==> src/design/ssbd_pkg.sv <==
// Shared types and constants for the start/stop byte deframer.
// No dependencies; imported by the controller, datapath and top level.
package ssbd_pkg;

   localparam int BYTE_W                = 8;
   localparam int PAYLOAD_BYTES_DEFAULT = 8;
   localparam int CSR_INDEX_W           = 1;

   localparam logic [BYTE_W-1:0] START_MARKER_RESET = 8'hAA;
   localparam logic [BYTE_W-1:0] STOP_MARKER_RESET  = 8'h55;

   // register indexes on the csr port
   localparam logic [CSR_INDEX_W-1:0] CSR_START_MARKER = 1'b0;
   localparam logic [CSR_INDEX_W-1:0] CSR_STOP_MARKER  = 1'b1;

   // controller -> datapath commands
   typedef struct packed {
      logic fill_clear;    // restart payload fill at entry zero
      logic fill_write;    // store the accepted word and advance the fill index
      logic emit_load;     // fetch the first stored word into the output register
      logic emit_advance;  // fetch the next stored word into the output register
   } ssbd_cmd_type;

   // datapath -> controller status
   typedef struct packed {
      logic start_hit;     // incoming word equals the start marker
      logic stop_hit;      // incoming word equals the stop marker
      logic fill_last;     // fill index sits on the last payload entry
      logic emit_last;     // output register holds the last payload word
   } ssbd_sts_type;

endpackage

==> src/design/start_stop_byte_deframer.sv <==
// Start/stop byte deframer with a fixed payload length.
// Channels: req_* carries received serial bytes (one word per handshake);
//   rsp_* carries the payload of each accepted frame, one word per
//   handshake, in received order, with rsp_payload_last on the final word.
// A frame is the start marker, PAYLOAD_BYTES payload words (markers inside
//   are plain data) and one check word. If the check word equals the stop
//   marker the payload is emitted; otherwise the frame is dropped silently
//   and the check word is never taken as a new start.
// csr_*: write csr_index 0 for the start marker, 1 for the stop marker;
//   write only while the block is idle. Reset values 0xAA and 0x55.
// Throughput: one input word per cycle while parsing. After the stop word is
//   accepted the first payload word is valid on the next cycle, then one word
//   per cycle while rsp_ready is high; the payload buffer has a registered read
//   port. req_ready stays low while the payload goes out, until the last
//   payload word is taken.
// Receiver stall: rsp_ready low holds the current word and last flag.
// Reset (synchronous, active high): parser returns to waiting for start,
//   markers return to their reset values, nothing is output. The buffer is
//   not cleared; every entry is written before it is read.
// Depends on ssbd_pkg, ssbd_ctrl and ssbd_dpath.
module start_stop_byte_deframer #(
   parameter int PAYLOAD_BYTES = ssbd_pkg::PAYLOAD_BYTES_DEFAULT
) (
   input  logic                              clock,
   input  logic                              reset,
   // received bytes
   input  logic                              req_valid,
   output logic                              req_ready,
   input  logic [ssbd_pkg::BYTE_W-1:0]       req_rx_byte,
   // payload out
   output logic                              rsp_valid,
   input  logic                              rsp_ready,
   output logic [ssbd_pkg::BYTE_W-1:0]       rsp_payload_byte,
   output logic                              rsp_payload_last,
   // configuration writes
   input  logic                              csr_we,
   input  logic [ssbd_pkg::CSR_INDEX_W-1:0]  csr_index,
   input  logic [ssbd_pkg::BYTE_W-1:0]       csr_wdata
);
   import ssbd_pkg::*;

   ssbd_cmd_type cmd;
   ssbd_sts_type sts;

   // parser: decides when to store, check and emit
   ssbd_ctrl u_ctrl (
      .clock     (clock),
      .reset     (reset),
      .req_valid (req_valid),
      .req_ready (req_ready),
      .rsp_valid (rsp_valid),
      .rsp_ready (rsp_ready),
      .sts       (sts),
      .cmd       (cmd)
   );

   // buffer, markers and output register
   ssbd_dpath #(
      .PAYLOAD_BYTES (PAYLOAD_BYTES)
   ) u_dpath (
      .clock            (clock),
      .reset            (reset),
      .cmd              (cmd),
      .sts              (sts),
      .req_rx_byte      (req_rx_byte),
      .rsp_payload_byte (rsp_payload_byte),
      .rsp_payload_last (rsp_payload_last),
      .csr_we           (csr_we),
      .csr_index        (csr_index),
      .csr_wdata        (csr_wdata)
   );

endmodule

==> src/design/ssbd_dpath.sv <==
// Datapath of the deframer: marker registers, payload buffer, fill and read
// indexes and the output register. Depends on ssbd_pkg.
module ssbd_dpath #(
   parameter int PAYLOAD_BYTES = ssbd_pkg::PAYLOAD_BYTES_DEFAULT
) (
   input  logic                                clock,
   input  logic                                reset,
   input  ssbd_pkg::ssbd_cmd_type              cmd,
   output ssbd_pkg::ssbd_sts_type              sts,
   input  logic [ssbd_pkg::BYTE_W-1:0]         req_rx_byte,
   output logic [ssbd_pkg::BYTE_W-1:0]         rsp_payload_byte,
   output logic                                rsp_payload_last,
   input  logic                                csr_we,
   input  logic [ssbd_pkg::CSR_INDEX_W-1:0]    csr_index,
   input  logic [ssbd_pkg::BYTE_W-1:0]         csr_wdata
);
   import ssbd_pkg::*;

   localparam int IDX_W = (PAYLOAD_BYTES > 1) ? $clog2(PAYLOAD_BYTES) : 1;
   localparam logic [IDX_W-1:0] LAST_IDX = IDX_W'(PAYLOAD_BYTES - 1);

   logic [BYTE_W-1:0] start_marker_ff, start_marker_in;
   logic [BYTE_W-1:0] stop_marker_ff, stop_marker_in;
   logic [IDX_W-1:0]  fill_ff, fill_in;
   logic [IDX_W-1:0]  rd_idx_ff, rd_idx_in;
   logic              last_ff, last_in;
   logic [BYTE_W-1:0] rd_data_ff;
   logic [BYTE_W-1:0] payload_mem_ff [PAYLOAD_BYTES];
   logic [IDX_W-1:0]  rd_addr;
   logic              rd_en;

   // csr decode
   always_comb begin
      start_marker_in = start_marker_ff;
      stop_marker_in  = stop_marker_ff;
      if (csr_we) begin
         unique case (csr_index)
            CSR_START_MARKER: start_marker_in = csr_wdata;
            CSR_STOP_MARKER:  stop_marker_in  = csr_wdata;
            default: ;
         endcase
      end
   end

   assign rd_en   = cmd.emit_load | cmd.emit_advance;
   assign rd_addr = cmd.emit_load ? '0 : rd_idx_ff + 1'b1;

   always_comb begin
      fill_in   = fill_ff;
      rd_idx_in = rd_idx_ff;
      last_in   = last_ff;
      if (cmd.fill_clear) begin
         fill_in = '0;
      end else if (cmd.fill_write) begin
         fill_in = fill_ff + 1'b1;
      end
      if (rd_en) begin
         rd_idx_in = rd_addr;
         last_in   = (rd_addr == LAST_IDX);
      end
   end

   always_ff @(posedge clock) begin
      if (reset) begin
         start_marker_ff <= START_MARKER_RESET;
         stop_marker_ff  <= STOP_MARKER_RESET;
         fill_ff         <= '0;
         rd_idx_ff       <= '0;
         last_ff         <= 1'b0;
      end else begin
         start_marker_ff <= start_marker_in;
         stop_marker_ff  <= stop_marker_in;
         fill_ff         <= fill_in;
         rd_idx_ff       <= rd_idx_in;
         last_ff         <= last_in;
      end
   end

   // payload buffer: one write port, one registered read port
   always_ff @(posedge clock) begin
      if (cmd.fill_write) begin
         payload_mem_ff[fill_ff] <= req_rx_byte;
      end
   end

   always_ff @(posedge clock) begin
      if (rd_en) begin
         rd_data_ff <= payload_mem_ff[rd_addr];
      end
   end

   assign sts.start_hit = (req_rx_byte == start_marker_ff);
   assign sts.stop_hit  = (req_rx_byte == stop_marker_ff);
   assign sts.fill_last = (fill_ff == LAST_IDX);
   assign sts.emit_last = last_ff;

   assign rsp_payload_byte = rd_data_ff;
   assign rsp_payload_last = last_ff;

   // never step the read index past the last entry
   a_no_advance_past_last: assert property (@(posedge clock) disable iff (reset)
      cmd.emit_advance |-> !last_ff)
      else $error("emit advance while last payload word is out");

   // a fill restart and a store never coincide
   a_fill_cmds_exclusive: assert property (@(posedge clock) disable iff (reset)
      !(cmd.fill_clear && cmd.fill_write))
      else $error("fill clear and fill write together");

   // the read index lands on the last entry exactly when last is flagged
   a_last_matches_index: assert property (@(posedge clock) disable iff (reset)
      rd_en |=> (last_ff == (rd_idx_ff == LAST_IDX)))
      else $error("last flag disagrees with read index");

endmodule

==> src/design/ssbd_ctrl.sv <==
// Frame parser state machine of the deframer: sequences the datapath over
// wait-for-start, payload fill, stop check and payload emit. Depends on ssbd_pkg.
module ssbd_ctrl (
   input  logic                    clock,
   input  logic                    reset,
   input  logic                    req_valid,
   output logic                    req_ready,
   output logic                    rsp_valid,
   input  logic                    rsp_ready,
   input  ssbd_pkg::ssbd_sts_type  sts,
   output ssbd_pkg::ssbd_cmd_type  cmd
);
   import ssbd_pkg::*;

   localparam logic [1:0] ST_WAIT_START = 2'd0;
   localparam logic [1:0] ST_READ       = 2'd1;
   localparam logic [1:0] ST_WAIT_STOP  = 2'd2;
   localparam logic [1:0] ST_EMIT       = 2'd3;

   logic [1:0] state_ff, state_in;
   logic       req_fire;

   assign req_ready = (state_ff != ST_EMIT);
   assign rsp_valid = (state_ff == ST_EMIT);
   assign req_fire  = req_valid & req_ready;

   always_comb begin
      state_in = state_ff;
      cmd      = '0;
      unique case (state_ff)
         ST_WAIT_START: begin
            if (req_fire && sts.start_hit) begin
               cmd.fill_clear = 1'b1;
               state_in       = ST_READ;
            end
         end
         ST_READ: begin
            if (req_fire) begin
               cmd.fill_write = 1'b1;
               if (sts.fill_last) begin
                  state_in = ST_WAIT_STOP;
               end
            end
         end
         ST_WAIT_STOP: begin
            if (req_fire) begin
               if (sts.stop_hit) begin
                  cmd.emit_load = 1'b1;
                  state_in      = ST_EMIT;
               end else begin
                  state_in = ST_WAIT_START;
               end
            end
         end
         ST_EMIT: begin
            if (rsp_ready) begin
               if (sts.emit_last) begin
                  state_in = ST_WAIT_START;
               end else begin
                  cmd.emit_advance = 1'b1;
               end
            end
         end
         default: state_in = ST_WAIT_START;
      endcase
   end

   always_ff @(posedge clock) begin
      if (reset) begin
         state_ff <= ST_WAIT_START;
      end else begin
         state_ff <= state_in;
      end
   end

   // input side stays closed while a payload is going out
   a_no_input_during_emit: assert property (@(posedge clock) disable iff (reset)
      rsp_valid |-> !req_ready)
      else $error("input open while emitting");

   // the last payload word handed over reopens the input side
   a_reopen_after_last: assert property (@(posedge clock) disable iff (reset)
      (rsp_valid && rsp_ready && sts.emit_last) |=> (req_ready && !rsp_valid))
      else $error("input not reopened after last word");

   // nothing goes out right after reset
   a_quiet_after_reset: assert property (@(posedge clock)
      reset |=> !rsp_valid)
      else $error("result valid right after reset");

endmodule

==> config.mk <==
export PLATFORM = sky130hd
export DESIGN_NAME = start_stop_byte_deframer
export DESIGN_NICKNAME = d
export VERILOG_FILES = /design/src/design/ssbd_pkg.sv /design/src/design/start_stop_byte_deframer.sv /design/src/design/ssbd_dpath.sv /design/src/design/ssbd_ctrl.sv
export SDC_FILE = /design/constraint.sdc
export NUM_CORES = 1
export LEC_CHECK = 0
export ABC_AREA = 1
export BUFFER_PORTS_ARGS = -buffer_cell sky130_fd_sc_hd__buf_2
export CORE_MARGIN = 1.5
export CORE_UTILIZATION = 41
export DETAILED_ROUTE_END_ITERATION = 8
export PLACE_DENSITY = 0.67
export SYNTH_ARGS = -nofsm -noshare
export SYNTH_HDL_FRONTEND = slang
export SYNTH_SLANG_ARGS = --single-unit
==> constraint.sdc <==
create_clock -name clock -period 4.05 [get_ports clock]
set_clock_uncertainty 0.15 [all_clocks]
set_input_delay 0.2025 -clock clock [delete_from_list [all_inputs] [get_ports clock]]
set_output_delay 0.2025 -clock clock [all_outputs]
set_load 0.005 [all_outputs]
==> summary.md, run 1 <==
| Metric | Value |
|---|---|
| Status | completed |
| Total GRT Usage | 17.38% |
| Multi-input logic area | 1420 sq um |
| Hold Path End | u_dpath.fill_ff[1]$_SDFFE_PP0P_ |
| Setup_tns | 0 ns |
| Top FF cell, synth | edfxtp_1 |
| PD cells | 354.7 nW/um^2 |
| IR drop worst, VDD | about 0.00017 V |
| First-pass GRT wire length | roughly 15 mm |
| Worst reg2reg endpoint | u_dpath.rsp_payload_byte[7]$_DFFE_PP_ |
| Sink Count | between 90 and 100 |
| Worst r2r src | u_dpath.rd_idx_ff[0]$_SDFFE_PP0P_ |
| Layout cell share with drive strength beyond 1 | about 15% |
| Die area | between 10,000 and 15,000 sq um |
| Via count | between 3,000 and 4,000 |
| Critical path type | flip-flop to flip-flop |
| DRT Wirelength | a little over 9 mm |
| CTS H-Tree Depth | 3 |
| Wirelength per Cell | 14.22 um |
| Worst-skew pair later-pin latency | around 0.36 ns |
| Filler cells | 994 |
| Hold path depth | 3 |
| Gr ovfl total | 0 |
| F_max | ~0.38 GHz |
| Vias in the first global route | about 3,100 |
| Critical Path Fanout Max | 35 |
| Worst-Margin Slew | 0.9497 ns |
| Ys async rst share | 0% |
| Placer Congestion | 0.8310 |
| CTS Buffer Depth | 2 |
| CP endpoint kind | flip-flop |
| Post-route ant nets | 0 |
| Post-Syn Area | 4415 sq um |
| CTS buffer count | 9 |
| Die Height | about 110 um |
| TritonCTS clock tree | done |
| RSZ-0062 raised after global routing | false |
| Hpwl dp | roughly 6.4 mm |
| Final Hold Viols | 0 |
| I/O pin total | 33 |
| Port buffer count | 32 |
| Register clock-pin slew on the reported worst setup and hold paths | 0.09 ns |
| Syn_area_per_cell | between 9 and 10 sq um |
| P_leak | 2.034 nW |
| Fin crit share | between 60% and 70% |
| Worst reg-to-reg setup slack | between 1 and 1.5 ns |
| Overall Power | ~1.7 mW |
| # DRC | 0 |
| Area Growth Syn to Fin | 11.73% |
| Hold path start | req_valid |
| Nets@finish | 521 |
| Post-synth EDFFs | between 70 and 80 |
| Worst EP required | ~4 ns |
| Rel. slew slack | ~37% |
| R2r worst-path depth | 6 |
| CTS Root Cell | clkbuf_8 |
| Final setup fails | 0 |
| Die width | between 100 and 150 um |
| Rows | 37 |
| DR vias/cell | ~5.0 |
| Resized Gates After CTS | 0 |
| Initial antenna violation count | 0 |
| Diode count | 0 |
| Initial Util | 42.58% |
| Core area | ~10,000 sq um |
| DRT iter0 DRCs | ~150 |
| Yosys warnings | 0 |
| Synth Register Bits | 97 |
| Gate Count Post-Synth | 458 |
| Pre-Repair DR Iteration Count | 4 |
| Min Clock Period, post-route | between 2 and 3 ns |
| Yosys cell types | 30 |
| Largest net degree at the start of global routing | 43 |
| Worst EP arrival | approximately 2.6 ns |
| Max cap viols | 0 |
| Reg area | approximately 2700 sq um |
| Register area share after synthesis | 60.30% |
| Final hold slack | between 0.02 and 0.03 ns |
| CP Launch Type | flip-flop |
| Max Slew Vio Count | 0 |
| Hold WC Path Type | input port to flip-flop |
| Syn Nets | about 480 |
==> critical path, cell delays in order, from the launching register on <==
cell and delay [ns]:
dfxtp_1 0.82, inv_1 0.66, or2_2 0.48, o2111ai_1 0.10, nand2_1 0.09, nand2_1 0.06
nand2_1 0.07
==> cells in the mapped netlist, types with 2 or more instances <==
cell,count,share of area [%]
buf_6,3,0.77
or2_2,17,2.4
nand2_1,113,9.6
buf_1,2,0.17
buf_2,2,0.23
clkbuf_1,5,0.43
dfxtp_1,25,11
ha_1,3,0.85
o21ai_0,16,1.8
o2111ai_2,4,1.4
inv_2,2,0.17
inv_1,62,5.3
edfxtp_1,72,49
o2111ai_1,12,2.4
buf_4,2,0.34
clkinv_1,2,0.17
nand2_4,2,0.51
xnor2_1,5,0.99
o211ai_1,4,0.68
nand3_1,47,5.3
o22ai_1,2,0.28
nand4_1,2,0.28
nor2_1,32,2.7
a21oi_1,16,1.8
==> cell type report <==
cell class | count | area share, %
clock buffers | 12 | 3.145
clock inverters | 4 | 0.5580
inverters | 66 | 5.022
multi-input cells | 281 | 28.79
flip-flops and latches | 97 | 53.97
well taps | 136 | 3.449
repair buffers | 41 | 5.072
==> sequential cells by signal, indices dropped and copies added, names as in the netlist <==
| register | cells |
|---|---|
| u_dpath.stop_marker_ff | 8 |
| u_dpath.start_marker_ff | 8 |
| u_dpath.rd_idx_ff | 3 |
| u_dpath.rsp_payload_byte | 8 |
| u_dpath.fill_ff | 3 |
| u_dpath.rsp_payload_last | 1 |
| u_dpath.payload_mem_ff | 64 |
| u_ctrl.state_ff | 2 |
==> repair_timing <==
action,in CTS,in global routing
endpoints found under the setup margin,0,0
setup buffers,0,0
hold buffers,9,0
hold endpoints to repair,15,0
==> worst max-delay path by stage <==
stage | cells after the start | end | startpoint | slack [ns]
detailed placement | 6 | u_dpath.rsp_payload_byte[7]$_DFFE_PP_ | u_dpath.rd_idx_ff[0]$_SDFFE_PP0P_ | 1.39
global placement | 6 | u_dpath.rsp_payload_byte[5]$_DFFE_PP_ | u_dpath.rd_idx_ff[0]$_SDFFE_PP0P_ | 1.44
global route | 6 | u_dpath.rsp_payload_byte[2]$_DFFE_PP_ | u_dpath.rd_idx_ff[0]$_SDFFE_PP0P_ | 1.16
CTS | 6 | u_dpath.rsp_payload_byte[7]$_DFFE_PP_ | u_dpath.rd_idx_ff[0]$_SDFFE_PP0P_ | 1.38
finish | 6 | u_dpath.rsp_payload_byte[7]$_DFFE_PP_ | u_dpath.rd_idx_ff[0]$_SDFFE_PP0P_ | 1.39
floorplan | 8 | u_dpath.rsp_payload_byte[0]$_DFFE_PP_ | u_ctrl.state_ff[1]$_SDFFE_PP0P_ | 2.15
==> cells by family (layout without fill, tap and decap cells) <==
| family | Yosys count | after routing | synth area share, % |
|---|---|---|---|
| simple gates | 219 | 219 | 21.99 |
| buf+inv | 80 | 123 | 7.538 |
| flops | 97 | 97 | 60.30 |
| fa+ha+maj | 3 | 3 | 0.8502 |
| xor+xnor | 5 | 5 | 0.9917 |
| compound gates | 54 | 54 | 8.331 |
==> layout by cell type (no fill, tap or decap), types with 4 or more instances in the layout <==
master / n
nand2_1: 113
edfxtp_1: 72
inv_1: 62
nand3_1: 47
nor2_1: 32
buf_2: 32
dfxtp_1: 25
or2_2: 17
a21oi_1: 16
o21ai_0: 16
o2111ai_1: 12
clkbuf_8: 11
dlygate4sd3_1: 9
xnor2_1: 5
o2111ai_2: 4
o211ai_1: 4
==> layer usage <==
layer  vias to the layer above  global-route usage [%]  part of all wire, %
met5                         -                       0                    0
met4                         0                   5.333                  1.3
met3                         8                   3.222                  5.4
met2                        91                   29.12                   49
met1                      1461                   22.92                   45
li1                       1607                       -                    -
==> per-stage QoR <==
step | util [%] | setup WS, ns | instance area [sq um] | instances
CTS | 47.57 | 1.382 | 4933 | 637
finish | 47.57 | 1.391 | 4933 | 637
floorplan | - | 2.154 | 4415 | 458
detailed placement | 44.94 | 1.387 | 4661 | 612
global placement | 44.94 | 1.443 | 4661 | 612
global route | 47.57 | 1.157 | 4933 | 637
==> where the power goes <==
group / internal [mW] / switching [mW] / total, mW
sequential: 1.07 / 0.00570 / 1.08
combinational: 0.0330 / 0.0553 / 0.0884
clock: 0.258 / 0.324 / 0.582
total: 1.36 / 0.385 / 1.75
Power figures use the tool's default switching activity.
==> run 2: changes to the inputs <==
--- a/config.mk
+++ b/config.mk
@@ -5,7 +5,7 @@
 export SDC_FILE = /design/constraint.sdc
 export NUM_CORES = 1
 export LEC_CHECK = 0
-export ABC_AREA = 1
+export ABC_AREA = 0
 export BUFFER_PORTS_ARGS = -buffer_cell sky130_fd_sc_hd__buf_2
 export CORE_MARGIN = 1.5
 export CORE_UTILIZATION = 41
==> constraint.sdc (replaced) <==
create_clock -name clock -period 2.58 [get_ports clock]
set_clock_uncertainty 0.15 [all_clocks]
set_input_delay 0.129 -clock clock [delete_from_list [all_inputs] [get_ports clock]]
set_output_delay 0.129 -clock clock [all_outputs]
set_load 0.005 [all_outputs]
==> run 2 against run 1 <==
Largest power group unchanged. Global-route usage decreased by 0.59 points. Total power grew 55%. Register-to-register slack lost 0.98 ns. Via count is 18% lower. Critical path type is now input port to flip-flop. Hold slack gained 0.0043 ns.
==> summary.md, run 2 <==
| Metric | Value |
|---|---|
| Commonest non-fill, non-tap cell in the layout | edfxtp_1 |
| Biggest register | u_dpath.payload_mem_ff |
| Min Clock Period, post-route | 2.230 ns |
| Hold path start | rsp_ready |
| PD cells | between 500 and 600 nW/um^2 |
| Hpwl dp | ~5.6 mm |
| Synth Register Bits | 97 |
| Sink Count | between 90 and 100 |
| Final Hold Viols | 0 |
| CP endpoint kind | flip-flop |
| Gr ovfl total | 0 |
| Top FF cell, synth | edfxtp_1 |
| Worst reg-to-reg setup slack | roughly 0.41 ns |
| Worst reg2reg endpoint | u_dpath.rsp_payload_byte[0]$_DFFE_PP_ |
| I/O pin total | 33 |
| Yosys cell types | 42 |
| CTS H-Tree Depth | 3 |
| Area share of the largest cell type after synthesis | 52.60% |
| Cell chain of the critical path | dlygate4sd3_1 > buf_2 > nor2b_1 > buf_4 > mux2i_1 > nor2_1 > dlygate4sd3_1 |
| P_leak | 1.749 nW |
| Resized Gates After CTS | 0 |
| Post-Syn Area | around 4100 sq um |
| Ys async rst share | 0% |
| Register clock-pin slew on the reported worst setup and hold paths | approximately 0.09 ns |
| Rel. slew slack | 57.24% |
| Leading area contributor after synthesis | edfxtp_1 |
| R2r worst-path depth | 6 |
| Initial antenna violation count | 0 |
| Port buffer count | 32 |
| Die Height | approximately 100 um |
| Syn Nets | 332 |
| Status | completed |
| Critical Path Most Common Cell | dlygate4sd3_1 |
| Area Growth Syn to Fin | 17.78% |
| Nets@finish | 395 |
| Switching Power | between 500 and 600 uW |
| Vias in the first global route | 2,504 |
| Synth top cells by count | 72 x edfxtp_1, 30 x a21oi_1, 25 x dfxtp_1, 23 x nand2_1, 21 x nor2_1 |
| Crit path largest cell delay | between 0.5 and 0.6 ns |
| Fin crit share | about 86% |
| Hold WC Path Type | input port to flip-flop |
| First-pass GRT wire length | approximately 13 mm |
| P_int | roughly 2.1 mW |
| Placer Congestion | between 0.7 and 0.8 |
| CTS buffer count | 9 |
| IR drop worst, VDD | between 0.0002 and 0.00025 V |
| Worst EP arrival | around 2.3 ns |
| Total GRT Usage | between 10% and 20% |
| Placed Cells | ~470 |
| Wirelength per Cell | about 16 um |
| DR vias/cell | between 5 and 6 |
| Diode count | 0 |
| Post-synth EDFFs | a little over 70 |
| Most numerous cell in the Yosys netlist | edfxtp_1 |
| Layout Cells excl Fill | about 510 |
| CP max stage cell | dlygate4sd3_1 |
| Layout cell share with drive strength beyond 1 | around 21% |
| Initial Util | about 42% |
| DRT Wirelength | 8.082 mm |
| Combinational share of power | 4.9% |
| Critical Path Fanout Max | 10 |
| Max cap viols | 0 |
| Max Slew Vio Count | 0 |
| Via count | approximately 2,600 |
| Hold path depth | 4 |
| Hold Path End | u_ctrl.state_ff[0]$_SDFFE_PP0P_ |
| Syn_area_per_cell | around 13 sq um |
| Rows | 36 |
| Worst EP required | 2.68 ns |
| Final setup fails | 0 |
| Clock power frac | between 30 and 40% |
| Yosys warnings | 0 |
| CTS Buffer Depth | 2 |
| Seq pwr share | 62.4% |
| Highest-count cells in the layout ignoring fill and taps | 72 x edfxtp_1, 32 x buf_2, 30 x a21oi_1 |
| Post-CTS Setup Inserts | 0 |
| TritonCTS clock tree | done |
| Gate Count Post-Synth | between 300 and 400 |
| Worst r2r src | u_dpath.rd_idx_ff[0]$_SDFFE_PP0P_ |
| Worst-skew pair later-pin latency | ~0.35 ns |
| Synth top area cells | edfxtp_1 53%, dfxtp_1 12%, mux4_2 4.4% |
| Die width | slightly above 100 um |
| Net Sw Frac | 21.44% |
| Critical path type | input port to flip-flop |
| Pre-Repair DR Iteration Count | 4 |
| # DRC | 0 |
| Setup_tns | 0 ns |
| Core area | 9729 sq um |
| Die area | between 10,000 and 15,000 sq um |
| Post-route ant nets | 0 |
| Largest net degree at the start of global routing | 29 |
| Worst-Margin Slew | 0.6356 ns |
| CTS Root Cell | clkbuf_8 |
| F_max | around 0.45 GHz |
| DRT iter0 DRCs | between 150 and 200 |
| Largest register FFs | 64 |
| Register area share after synthesis | about two thirds |
| RSZ-0062 raised after global routing | false |
| CP Launch Type | input port |
## run 2: cell types whose count changed after synthesis, sizes merged, moves of 8 or more
| cell | previous run | this run |
|---|---|---|
| nand2 | 116 | 24 |
| inv | 64 | 3 |
| nand3 | 48 | 16 |
| o2111ai | 16 | 0 |
| a21oi | 16 | 30 |
| o21ai | 16 | 2 |
| or2 | 17 | 3 |
| mux2i | 0 | 13 |
| xnor2 | 5 | 18 |
| nor2 | 33 | 21 |
| mux4 | 0 | 8 |
## run 2: worst max-delay path by stage
stage,startpoint,end
3_3_place_gp,u_dpath.rd_idx_ff[0]$_SDFFE_PP0P_,u_dpath.rsp_payload_byte[1]$_DFFE_PP_
2_1_floorplan,u_ctrl.state_ff[1]$_SDFFE_PP0P_,u_dpath.payload_mem_ff[0][0]$_DFFE_PP_
4_1_cts,req_rx_byte[4],u_dpath.rsp_payload_byte[6]$_DFFE_PP_
5_1_grt,csr_we,u_dpath.start_marker_ff[6]$_SDFFE_PP0P_
6_report,csr_we,u_dpath.start_marker_ff[6]$_SDFFE_PP0P_
3_5_place_dp,u_ctrl.state_ff[1]$_SDFFE_PP0P_,u_dpath.rsp_payload_byte[6]$_DFFE_PP_
## run 2: metrics by stage
step	hold WS, ns	util (%)	power [mW]	area (sq um)	worst slack, ns
3_5_place_dp	0.2171	45.82	1.839	4458	0.4443
4_1_cts	0.01124	49.76	2.726	4841	0.3823
6_report	0.02983	49.76	2.709	4841	0.3499
3_3_place_gp	0.2159	45.82	1.837	4458	0.4602
2_1_floorplan	0.07787	-	1.785	4110	0.4483
5_1_grt	0.04915	49.76	2.804	4841	0.2491
## run 2: routing by layer
layer / share of wire, % / track usage (%)
met5: 0 / 0
met4: 1.3 / 5.613
met3: 3.5 / 3.254
met2: 48 / 27.33
met1: 47 / 22.74
## run 2: timing repair
| item | 4_1_cts | 5_1_grt |
|---|---|---|
| setup endpoints to repair | 0 | 0 |
| hold endpoints to repair | 65 | 0 |
| hold buffers | 21 | 0 |
## run 2: critical path: cells and delay by family
kind,cells,cell delay [ns]
buf+inv,4,1.50
mux,1,0.18
simple gates,2,0.52
## run 2: cell type report
type,count,area (sq um)
Timing Repair Buffer,69,490.5
Multi-Input combinational cell,190,1338
Sequential cell,97,2663
Fill cell,855,4888
Clock inverter,4,27.53
Tap cell,133,166.4
Inverter,3,11.26
Clock buffer,12,145.1
## run 2: cells by family (layout without fill, tap and decap cells)
logic type	after synthesis	in the layout	share of synthesized area, %
fa+ha+maj	3	3	0.9133
flops	97	97	64.78
compound gates	58	58	8.920
mux	22	22	7.823
buf+inv	20	88	2.679
simple gates	88	88	10.65
xor+xnor	19	19	4.231
## run 2: power by group through the flow
stage | sequential (mW) | combinational (mW) | clock [mW]
detailed placement | 1.73 | 0.111 | 0
floorplan | 1.73 | 0.0599 | 0
global route | 1.69 | 0.150 | 0.962
finish | 1.69 | 0.134 | 0.884
global placement | 1.73 | 0.110 | 0
CTS | 1.69 | 0.135 | 0.900
==> run 3: changes to the inputs <==
--- a/config.mk
+++ b/config.mk
@@ -7,7 +7,8 @@
 export LEC_CHECK = 0
 export ABC_AREA = 0
 export BUFFER_PORTS_ARGS = -buffer_cell sky130_fd_sc_hd__buf_2
-export CORE_MARGIN = 1.5
+export CAP_MARGIN = 10
+export CORE_MARGIN = 2
 export CORE_UTILIZATION = 41
 export DETAILED_ROUTE_END_ITERATION = 8
 export PLACE_DENSITY = 0.67
==> run 3 against run 2 <==
Clock power increased by 12%. Die area rose by 1.9%. Fmax increased by 0.97%. Sequential power is essentially flat. Combinational power barely moved. Count of clock-buffer cells in the layout fell by 2. Total power increased by 4.0%. Setup slack improved by 0.021 ns. Critical path depth shrank 1. Global-route usage is 1.2 points lower. Critical path type unchanged.
==> summary.md, run 3 (synthesized netlist as in run 2, its figures left out) <==
| Metric | Value |
|---|---|
| P_leak | ~1.7 nW |
| P_int | approximately 2.2 mW |
| Initial antenna violation count | 0 |
| Max Slew Vio Count | 0 |
| Seq pwr share | roughly 60% |
| Diode count | 0 |
| TritonCTS clock tree | done |
| Post-route ant nets | 0 |
| CP Launch Type | input port |
| RSZ-0062 raised after global routing | false |
| CTS H-Tree Depth | 3 |
| I/O pin total | 33 |
| Min Clock Period, post-route | around 2.2 ns |
| Initial Util | roughly 42% |
| Worst-skew pair later-pin latency | approximately 0.35 ns |
| Overall Power | ~2.8 mW |
| Final setup fails | 0 |
| Worst EP arrival | 2.09 ns |
| Net Sw Frac | 21.03% |
| Largest net degree at the start of global routing | 29 |
| Pre-Repair DR Iteration Count | 4 |
| Total GRT Usage | roughly 16% |
| Final Hold Viols | 0 |
| Largest register FFs | 64 |
| Worst EP required | around 2.5 ns |
| Die width | about 100 um |
| Placer Congestion | 0.7493 |
| Critical path type | input port to flip-flop |
| Worst-Margin Slew | between 0.7 and 0.8 ns |
| Fin crit share | a little under nine tenths |
| Vias in the first global route | approximately 2,600 |
| DR vias/cell | a little over 5 |
| Biggest register | u_dpath.payload_mem_ff |
| Hold WC Path Type | input port to flip-flop |
| Register clock-pin slew on the reported worst setup and hold paths | roughly 0.09 ns |
| Area Growth Syn to Fin | 18.48% |
| Hpwl dp | ~5.5 mm |
| Gr ovfl total | 0 |
| PD cells | 578.4 nW/um^2 |
| Layout cell share with drive strength beyond 1 | between 20% and 30% |
| CTS Root Cell | clkbuf_8 |
| CP endpoint kind | flip-flop |
| Highest-count cells in the layout ignoring fill and taps | 72 x edfxtp_1, 32 x buf_2, 30 x a21oi_1 |
| Layout Cells excl Fill | approximately 510 |
| Clock power frac | between 30% and 40% |
| Setup ws final | around 0.37 ns |
| Combinational share of power | roughly 4.8% |
| Commonest non-fill, non-tap cell in the layout | edfxtp_1 |
| # DRC | 0 |
| Setup_tns | 0 ns |
| Sink Count | between 90 and 100 |
| Nets@finish | roughly 400 |
| CTS buffer count | 9 |
| Setup WS pre-CTS | approximately 0.43 ns |
| Placed Cells | around 470 |
| Die Height | around 100 um |
| DRT Wirelength | around 8.0 mm |
| Max cap viols | 0 |
| Rel. slew slack | 51.01% |
| Die area | between 10,000 and 15,000 sq um |
| Via count | ~2,600 |
| DRT iter0 DRCs | approximately 100 |
| IR drop worst, VDD | 0.0003015 V |
| F_max | 0.4528 GHz |
| Switching Power | slightly below 600 uW |
| CTS Buffer Depth | 2 |
| Core area | a little under 10,000 sq um |
| Critical Path Fanout Max | 19 |
| Wirelength per Cell | about 16 um |
| First-pass GRT wire length | around 13 mm |
| Post-CTS Setup Inserts | 0 |
| Rows | 36 |
| Status | completed |
| Port buffer count | 32 |
[run 3: cell count changes in the layout (fill, tap and decap cells not counted), sizes merged]
cell | before | now
dlygate4sd3 | 21 | 23
bufinv | 0 | 1
clkinvlp | 0 | 1
clkbuf | 12 | 10
buf | 48 | 45
[run 3: power groups by stage]
stage               Combinational (mW)  Clock [mW]  Sequential [mW]
global placement                 0.109           0             1.73
CTS                              0.135        1.00             1.69
floorplan                       0.0599           0             1.73
finish                           0.134       0.991             1.69
global route                     0.150        1.07             1.69
detailed placement               0.110           0             1.73
[run 3: timing repair]
action                                 CTS  global route
hold buffers                            23             0
endpoints found under the hold margin   69             0
gates resized for setup                  0             0
[run 3: cell type report]
class	count	area [sq um]
multi-input combinational	190	1338
timing repair buffer	68	488.0
clock buffer	10	137.6
clock inverter	6	66.31
sequential	97	2663
fill	866	4905
inverter	3	11.26
tap	133	166.4
[run 3: through the flow]
step | hold WS [ns] | cell area, sq um | util (%)
after floorplan | 0.07787 | 4110 | -
after global placement | 0.2168 | 4436 | 45.38
after detailed placement | 0.2148 | 4436 | 45.38
after CTS | 0.007031 | 4870 | 49.82
after global routing | 0.004893 | 4870 | 49.82
final | 0.01386 | 4870 | 49.82
[run 3: final timing paths]
kind | from | to | cells after the start | slack (ns)
max | req_rx_byte[1] | u_dpath.rsp_payload_byte[0]$_DFFE_PP_ | 6 | 0.37
min | req_rx_byte[6] | u_dpath.payload_mem_ff[7][6]$_DFFE_PP_ | 1 | 0.01
max reg2reg | u_ctrl.state_ff[1]$_SDFFE_PP0P_ | u_dpath.rsp_payload_byte[0]$_DFFE_PP_ | 4 | 0.40
min reg2reg | u_dpath.stop_marker_ff[5]$_SDFFE_PP0P_ | u_dpath.stop_marker_ff[5]$_SDFFE_PP0P_ | 2 | 0.33
[run 3: critical path, cell delays in order]
cell and delay, ns:
dlygate4sd3_1 0.52, buf_2 0.22, xnor2_1 0.15, nand3_1 0.13, or4_4 0.63, nand2_1 0.31
[run 3: per-layer routing]
metal  share of wire [%]  vias to the layer above  GRT usage, %
met4                0.40                        0         3.185
met5                   0                        -             0
met2                  49                       56         26.88
met3                 4.5                        4         3.571
met1                  46                     1261         20.36
li1                    -                     1276             -
